$ cat config.mk
export PLATFORM = sky130hd
export DESIGN_NAME = alg_div
export DESIGN_NICKNAME = d
export VERILOG_FILES = /design/src/hdl/assoc_legendre_evaluator_core_macros.svh /design/src/hdl/alg_pkg.sv /design/src/hdl/alg_div.sv
export SDC_FILE = /design/constraint.sdc
export NUM_CORES = 1
export LEC_CHECK = 0
export BUFFER_PORTS_ARGS = -buffer_cell sky130_fd_sc_hd__buf_2
export CAP_MARGIN = 20
export CELL_PAD_IN_SITES_DETAIL_PLACEMENT = 1
export CELL_PAD_IN_SITES_GLOBAL_PLACEMENT = 2
export CORE_MARGIN = 1.5
export CORE_UTILIZATION = 34
export DETAILED_ROUTE_END_ITERATION = 6
export PLACE_DENSITY_LB_ADDON = 0.08
export SKIP_CTS_REPAIR_TIMING = 1
export SYNTH_ARGS = -nofsm -noshare
export SYNTH_HDL_FRONTEND = slang
export SYNTH_SLANG_ARGS = --single-unit
$ cat constraint.sdc
create_clock -name clk -period 9.9 [get_ports clk]
set_clock_uncertainty 0.2 [all_clocks]
set_input_delay 0 -clock clk [delete_from_list [all_inputs] [get_ports clk]]
set_output_delay 0 -clock clk [all_outputs]
set_load 0.1 [all_outputs]
$ cat src/hdl/assoc_legendre_evaluator_core_macros.svh
// Assertion macros shared by the associated Legendre evaluator RTL.
// Included by the modules that carry concurrent checks; no other dependencies.
`ifndef ASSOC_LEGENDRE_EVALUATOR_CORE_MACROS_SVH
`define ASSOC_LEGENDRE_EVALUATOR_CORE_MACROS_SVH

// same-cycle implication, disabled during reset
`define ALG_ASSERT_IMPL(lbl, clk, rst_n, ante, cons) \
  lbl: assert property (@(posedge clk) disable iff (!rst_n) (ante) |-> (cons)) \
    else $error("assertion failed");

// next-cycle implication, disabled during reset
`define ALG_ASSERT_NEXT(lbl, clk, rst_n, ante, cons) \
  lbl: assert property (@(posedge clk) disable iff (!rst_n) (ante) |=> (cons)) \
    else $error("assertion failed");

`endif

$ cat src/hdl/alg_pkg.sv
// Package for the associated Legendre evaluator: constants, codes, unit interfaces,
// double factorial table. No dependencies.
`timescale 1ns / 1ps

package alg_pkg;

  localparam int MAX_DEGREE    = 12;
  localparam int ARG_FRAC_BITS = 30;
  localparam int OUT_FRAC_BITS = 16;
  localparam int SEED_SH       = ARG_FRAC_BITS - OUT_FRAC_BITS;

  localparam int IN_TDATA_W  = 48;
  localparam int OUT_TDATA_W = 72;

  localparam logic [31:0] ARG_ONE32  = 32'd1 << ARG_FRAC_BITS;
  localparam logic [31:0] ARG_MONE32 = 32'd0 - ARG_ONE32;
  localparam logic [63:0] SQ_ONE     = 64'd1 << (2 * ARG_FRAC_BITS);
  localparam logic [63:0] VAL_MAX    = {1'b0, {63{1'b1}}};
  localparam logic [63:0] VAL_MIN    = {1'b1, {63{1'b0}}};

  typedef enum logic [1:0] {
    ST_OK    = 2'd0,
    ST_ORDER = 2'd1,
    ST_RANGE = 2'd2,
    ST_SAT   = 2'd3
  } status_t;

  typedef enum logic [4:0] {
    S_IDLE, S_XX, S_XX_W, S_SQRT, S_POW, S_POW_W, S_SEED, S_SEED_W,
    S_RX, S_RX_W, S_RK, S_RK_W, S_RP, S_RP_W, S_DIV, S_DIV_W,
    S_FIN, S_NSC, S_NSC_W, S_DONE
  } state_t;

  typedef struct packed {
    logic        start;
    logic [63:0] a;
    logic [31:0] b;
    logic [4:0]  sh;
  } mul_req_t;

  typedef struct packed {
    logic        start;
    logic [63:0] n;
    logic [4:0]  d;
  } div_req_t;

  typedef struct packed {
    logic        done;
    logic [63:0] res;
    logic        sat;
  } unit_rsp_t;

  // (2m-1)!! for m = 0..MAX_DEGREE
  function automatic logic [63:0] dfact(input logic [3:0] am);
    logic [63:0] f;
    case (am)
      4'd0:    f = 64'd1;
      4'd1:    f = 64'd1;
      4'd2:    f = 64'd3;
      4'd3:    f = 64'd15;
      4'd4:    f = 64'd105;
      4'd5:    f = 64'd945;
      4'd6:    f = 64'd10395;
      4'd7:    f = 64'd135135;
      4'd8:    f = 64'd2027025;
      4'd9:    f = 64'd34459425;
      4'd10:   f = 64'd654729075;
      4'd11:   f = 64'd13749310575;
      4'd12:   f = 64'd316234143225;
      default: f = 64'd1;
    endcase
    return f;
  endfunction

endpackage

$ cat src/hdl/alg_div.sv
// Rounded divider by a small integer, four quotient bits per cycle.
// Rounds half away from zero and saturates. Depends on alg_pkg.
`timescale 1ns / 1ps

module alg_div (
  input  logic              clk,
  input  logic              rst_n,
  input  alg_pkg::div_req_t req,
  output alg_pkg::unit_rsp_t rsp
);

  logic [63:0] num_r, num_nxt;
  logic [4:0]  rem_r, rem_nxt;
  logic [4:0]  d_r;
  logic        neg_r;
  logic [3:0]  cnt_r;
  logic        busy_r;
  logic        done_r;
  logic [63:0] res_r, res_nxt;
  logic        sat_r;

  logic [5:0]  tmp;
  logic        qb;

  always_comb begin
    num_nxt = num_r;
    rem_nxt = rem_r;
    for (int j = 0; j < 4; j++) begin
      tmp = {rem_nxt, num_nxt[63]};
      qb  = (tmp >= {1'b0, d_r});
      rem_nxt = qb ? 5'(tmp - {1'b0, d_r}) : tmp[4:0];
      num_nxt = {num_nxt[62:0], qb};
    end
    if (num_nxt[63]) begin
      res_nxt = neg_r ? alg_pkg::VAL_MIN : alg_pkg::VAL_MAX;
    end else if (neg_r) begin
      res_nxt = 64'd0 - num_nxt;
    end else begin
      res_nxt = num_nxt;
    end
  end

  always_ff @(posedge clk) begin
    if (!rst_n) begin
      busy_r <= 1'b0;
      done_r <= 1'b0;
      cnt_r  <= 4'd0;
    end else begin
      done_r <= 1'b0;
      if (req.start) begin
        busy_r <= 1'b1;
        cnt_r  <= 4'd0;
      end else if (busy_r) begin
        cnt_r <= 4'(cnt_r + 4'd1);
        if (cnt_r == 4'd15) begin
          busy_r <= 1'b0;
          done_r <= 1'b1;
        end
      end
    end
  end

  always_ff @(posedge clk) begin
    if (req.start) begin
      num_r <= (req.n[63] ? (64'd0 - req.n) : req.n) + {60'd0, req.d[4:1]};
      rem_r <= 5'd0;
      d_r   <= req.d;
      neg_r <= req.n[63];
    end else if (busy_r) begin
      num_r <= num_nxt;
      rem_r <= rem_nxt;
      if (cnt_r == 4'd15) begin
        res_r <= res_nxt;
        sat_r <= num_nxt[63];
      end
    end
  end

  assign rsp.done = done_r;
  assign rsp.res  = res_r;
  assign rsp.sat  = sat_r;

endmodule

==> results.cfg, run 1 <==
[clocking]
htreeDepth = 4
clk_pin_slew_worst_paths_ps = 60
clockBufferDepth = 2
cts_made_buffers = 17
clk_latency_ps = 440
cts_tree = done
clockRootBuffer = clkbuf_16
cts_sinks = 146

[critical_path]
worstReg2RegStart = d_r[1]$_DFFE_PP_
r2r_slack_ps = 810
critical_path_required_ps = 9870
rr_worst_depth = 37
r2r_end = res_r[46]$_DFFE_PP_
worstPathMaxFanout = 6
worstSetupEndpointType = flop
path_common_cell = a21o_1
cp_slowest_cell = fa_1
critical_path_class = reg -> reg
cp-start-kind = flop
slowest_delay_ps = 490
crit_arrival_ps = 9060

[yosys]
syn_nets = 1493
synth_warnings = 0
async_flop_share = 0
synth_edf_count = 135
avgSynthCellArea_um2 = 8.85
synth_ff_type = edfxtp_1
syn_area_um2 = 12300
syn_inst = 1389
yosysTopAreaCell = edfxtp_1
yosys.area.top_type_share = 0.330
seq_area_frac_synth = 0.348
ys_types = 86
ys_top_cells_by_area = edfxtp_1 33%, xnor2_1 4.7%, xor2_1 4.1%, nor2_1 3.9%, mux2_2 3.3%
synth-seq-cells = 146

[global_route]
grt-ovfl-total = 0
grt_pass1_wl_um = 65400
grt_antenna_before_repair = 0
grt_use_total = 0.228
grt_max_degree = 78
grt_pass1_vias = 11095

[floorplan]
dieWidth_um = 193
core_um2 = 35600
start_util = 0.346
chipHeight_um = 193
io_pins = 138
die-area_um2 = 37300
rows = 69

[route]
dr.pass1.iters = 5
drt_wl_total_um = 42700
drc = 0
vias = 11437
wl_per_cell_um = 21.7
antenna_left = 0
routed_via_density = 5.82
drt_iter0_markers = 682

[sta]
min_period_over_period = 0.919
hold_viol_final = 3
rsz0062_at_grt = false
final_max_slew_viol_count = 0
worst_pin_slew_ps = 952
fmaxAchievable_mhz = 110
fin_crit_ps = 9090
relSlewSlack = 0.357
finalSetupTns_ps = 0
setup_violations = 0
hold_slack_ps = -22.7

[worst_hold_path]
hold_end = num_r[22]$_DFFE_PP_
hp-start = req[27]
min_path_type = in -> reg
hold_path_depth = 4

[finish]
drive_gt1_frac = 0.180
multiInputGateArea_um2 = 7480
antenna_cells = 0
area.sequential_um2 = 4270
fin_nets = 1595
syn2layout_area_growth_pct = 14.7
fill_cells = 4177

[run_status]
violations = hold timing
status = finished with violations

[placement]
place.gp.congestion = 0.870
port_buffers = 137
dp_hpwl_um = 32200

[power]
ir_drop_v = 0.000330
p_leak_uw = 0.00477
p_per_area_nw_per_um2 = 226

[flow_run]
maxCapViolCount = 0
-- sequential cells by signal (all words and copies together) (netlist names) --
name    count
busy_r      1
res_r      64
d_r         5
num_r      64
cnt_r       4
sat_r       1
done_r      1
neg_r       1
rem_r       5
-- per-layer routing --
metal	vias to the layer above	wire, um	GRT usage
met5	-	0	0
met4	0	678	0.0583
met3	39	1200	0.0192
met2	207	18700	0.349
met1	5649	22100	0.343
li1	5542	-	-
-- layout make-up --
class	instances	area share
sequential	146	0.303
clock buffer	19	0.0321
tap	461	0.0409
multi-input combinational	1109	0.531
clock inverter	13	0.0106
timing repair buffer	176	0.0719
inverter	41	0.0109
-- logic make-up (layout without fill, tap and decap cells) --
| logic type | count (synthesis) | after routing | share of synthesized area |
|---|---|---|---|
| multiplexers | 43 | 43 | 0.0387 |
| AND/OR/NAND/NOR | 571 | 571 | 0.249 |
| AO/OA/AOI/OAI | 338 | 338 | 0.195 |
| adder cells (fa/ha/maj) | 32 | 32 | 0.0356 |
| XOR/XNOR | 125 | 125 | 0.0897 |
| flip-flops | 146 | 146 | 0.348 |
| buffers and inverters | 134 | 249 | 0.0449 |
-- placed cells by master (no fill, tap or decap), types with 9 or more instances in the layout --
cell type / n
inv_1: 41
mux2_2: 36
xor2_1: 58
and3_1: 9
buf_4: 27
dfxtp_1: 11
xnor2_1: 66
a21o_1: 15
nor4_1: 40
nand3_1: 37
nand4_1: 25
edfxtp_1: 135
or2_2: 15
dlygate4sd3_1: 13
o211ai_1: 17
nor2b_1: 13
nor3_1: 62
ha_1: 27
o31ai_1: 26
nand2b_1: 13
clkbuf_16: 17
a31oi_1: 13
buf_2: 136
o311ai_1: 9
a21oi_1: 44
or3_1: 41
nand2_1: 101
o311ai_0: 29
a221o_1: 10
o21ai_0: 80
o41ai_1: 21
or4_1: 30
nor2_1: 126
-- worst max-delay path by stage --
stage | start | to | slack [ps] | depth (start not counted)
finish | d_r[1]$_DFFE_PP_ | res_r[46]$_DFFE_PP_ | 810 | 37
CTS | d_r[1]$_DFFE_PP_ | res_r[46]$_DFFE_PP_ | 690 | 37
floorplan | d_r[1]$_DFFE_PP_ | res_r[20]$_DFFE_PP_ | 610 | 35
global route | d_r[1]$_DFFE_PP_ | res_r[46]$_DFFE_PP_ | 20 | 37
global placement | d_r[1]$_DFFE_PP_ | res_r[46]$_DFFE_PP_ | 1040 | 37
detailed placement | d_r[1]$_DFFE_PP_ | res_r[46]$_DFFE_PP_ | 750 | 37
-- cells in the mapped netlist, drive strengths merged, types with 8 or more instances --
| cell type | instances |
|---|---|
| o21a | 8 |
| or3 | 42 |
| or4 | 31 |
| nand4 | 26 |
| nand3 | 37 |
| xor2 | 58 |
| o311ai | 38 |
| nand2b | 14 |
| o21ai | 84 |
| nor3 | 63 |
| and4 | 8 |
| a21o | 15 |
| o31ai | 26 |
| xnor2 | 67 |
| inv | 41 |
| a211oi | 9 |
| nor4 | 44 |
| or2 | 17 |
| nor2 | 127 |
| a31oi | 13 |
| ha | 27 |
| buf | 24 |
| dfxtp | 11 |
| nand2 | 101 |
| and3 | 9 |
| o41ai | 24 |
| nand3b | 8 |
| nor2b | 13 |
| clkbuf | 69 |
| a21oi | 44 |
| a221o | 10 |
| mux2 | 36 |
| o211ai | 17 |
| edfxtp | 135 |
-- per-stage QoR --
step	instance area, um^2	std cells	util	setup slack (ps)	total power [uW]
after floorplan	12300	1389	-	615	1990
after global placement	13400	1920	0.376	1040	2510
after detailed placement	13400	1920	0.376	746	2530
after CTS	14000	1952	0.393	691	3210
after global routing	14100	1965	0.397	15.3	3420
final	14100	1965	0.397	806	3190
-- where the power goes --
part           internal (uW)  switching (uW)
registers                768            91.8
logic                    704             962
clock network            388             276
total                   1860            1330
-- worst max-delay path, delay by kind of cell, from the launching register on --
| family | cells | cell delay, ps |
|---|---|---|
| AOI/OAI and AO/OA | 18 | 3680 |
| and+or+nand+nor | 8 | 1680 |
| adders and majority gates | 5 | 1650 |
| buffers and inverters | 4 | 680 |
| DFF | 1 | 480 |
| muxes | 1 | 390 |
| xor gates and xnor gates | 1 | 100 |
No activity file was read; power rests on OpenSTA's default activity.
==> run 2, diff against run 1 <==
--- a/config.mk
+++ b/config.mk
@@ -7,7 +7,7 @@
 export LEC_CHECK = 0
 export BUFFER_PORTS_ARGS = -buffer_cell sky130_fd_sc_hd__buf_2
 export CAP_MARGIN = 20
-export CELL_PAD_IN_SITES_DETAIL_PLACEMENT = 1
+export CELL_PAD_IN_SITES_DETAIL_PLACEMENT = 2
 export CELL_PAD_IN_SITES_GLOBAL_PLACEMENT = 2
 export CORE_MARGIN = 1.5
 export CORE_UTILIZATION = 34
==> results.cfg, run 2 (same netlist as run 1, synthesis figures left out) <==
[clocking]
clk_latency_ps = 440
cts_sinks = 146
clk_pin_slew_worst_paths_ps = 70
clockRootBuffer = clkbuf_16
clockBufferDepth = 2
cts_tree = done
cts_made_buffers = 17
htreeDepth = 4

[global_route]
grt_antenna_before_repair = 0
grt_pass1_wl_um = 71100
grt_use_total = 0.248
grt_pass1_vias = 11999
grt_max_degree = 78
grt-ovfl-total = 0

[route]
routed_via_density = 6.02
drt_wl_total_um = 46400
drt_iter0_markers = 629
wl_per_cell_um = 23.6
vias = 11825
dr.pass1.iters = 5
antenna_left = 0
drc = 0

[critical_path]
crit_arrival_ps = 9150
cp-start-kind = flop
critical_path_class = reg -> reg
crit_family = compound AO/OA/AOI/OAI gates
slowest_delay_ps = 500
path_common_cell = a21o_1
worstSetupEndpointType = flop
cp_slowest_cell = fa_1
worstPathBufferInverterCount = 5
critical_path_required_ps = 9870
worstPathMaxFanout = 5

[sta]
hold_slack_ps = -33.8
worst_pin_slew_ps = 949
fin_crit_ps = 9180
rsz0062_at_grt = false
final_max_slew_viol_count = 0
fmaxAchievable_mhz = 109
relSlewSlack = 0.362
min_period_over_period = 0.927
finalSetupTns_ps = 0
fin_ws_ps = 721
setup_violations = 0
hold_viol_final = 2

[placement]
pre_cts_ws_ps = 506
dp_hpwl_um = 34700
placed_cells = 1920
port_buffers = 137
place.gp.congestion = 0.870

[floorplan]
core_um2 = 35600
rows = 69
start_util = 0.346
chipHeight_um = 193
die-area_um2 = 37300
io_pins = 138
dieWidth_um = 193

[finish]
multiInputGateArea_um2 = 7490
area.sequential_um2 = 4270
antenna_cells = 0
fill_cells = 4015
top_regs = num_r (64), res_r (64)
final_common_cell = buf_2
drive_gt1_frac = 0.180
fin_nets = 1595
layout_common_cells = 136 x buf_2, 135 x edfxtp_1, 126 x nor2_1
syn2layout_area_growth_pct = 14.8
layoutNonFillerInstCount = 1965

[run_status]
violations = hold timing
status = finished with violations

[worst_hold_path]
min_path_type = in -> reg

[power]
p_per_area_nw_per_um2 = 231
p_leak_uw = 0.00479
ir_drop_v = 0.000270
power_uw = 3270

[flow_run]
maxCapViolCount = 0
## run 2: cell count changes in the layout (fill, tap and decap cells not counted)
cell        delta
clkbuf_8       -1
inv_1          -1
nor3b_1        -1
inv_6          -4
clkinv_4       +4
clkinvlp_4     -5
bufinv_16      +1
clkbuf_1       +1
inv_2          +1
o21ai_0        -1
o21ai_1        +1
nor3b_2        +1
clkinv_2       +4
## run 2: layer usage
layer  GRT usage  vias up  share of wire
li1            -     5532              -
met1       0.361     5985           0.49
met2       0.391      264           0.46
met3      0.0219       44          0.033
met4      0.0642        0          0.017
met5           0        -              0
## run 2: area by class of cell
| cell class | instances | share of cell area |
|---|---|---|
| multi-input cells | 1109 | 0.531 |
| flip-flops and latches | 146 | 0.303 |
| repair buffers | 176 | 0.0718 |
| well taps | 461 | 0.0409 |
| clock buffers | 19 | 0.0314 |
| clock inverters | 13 | 0.0114 |
| inverters | 41 | 0.0109 |
## run 2: power by group
| group | leakage (uW) | total, uW | switching (uW) | internal, uW |
|---|---|---|---|---|
| Combinational | 0.00312 | 1730 | 1020 | 710 |
| Clock | 0.000297 | 675 | 272 | 403 |
| Sequential | 0.00138 | 863 | 94.9 | 768 |
## run 2: through the flow
stage	instance area, um^2	utilization
2_1_floorplan	12300	-
3_3_place_gp	13400	0.376
3_5_place_dp	13400	0.376
4_1_cts	14000	0.393
5_1_grt	14100	0.397
6_report	14100	0.397
## run 2: final timing paths
| check | startpoint | slack [ps] | cells after the start | end |
|---|---|---|---|---|
| worst max-delay path | num_r[63]$_DFFE_PP_ | 720 | 38 | res_r[62]$_DFFE_PP_ |
| worst min-delay path | req[58] | -30 | 4 | num_r[53]$_DFFE_PP_ |
| worst min register to register | rem_r[4]$_SDFFE_PP0P_ | 330 | 2 | rem_r[4]$_SDFFE_PP0P_ |
| worst max register to register | num_r[63]$_DFFE_PP_ | 720 | 38 | res_r[62]$_DFFE_PP_ |
## run 2: worst register-to-register path, delay by kind of cell (launching register included)
kind	cells	cell delay, ps
buf+inv	5	520
flops	1	420
mux	1	330
compound gates	18	3870
fa+ha+maj	6	1990
xor+xnor	1	110
simple gates	7	1510
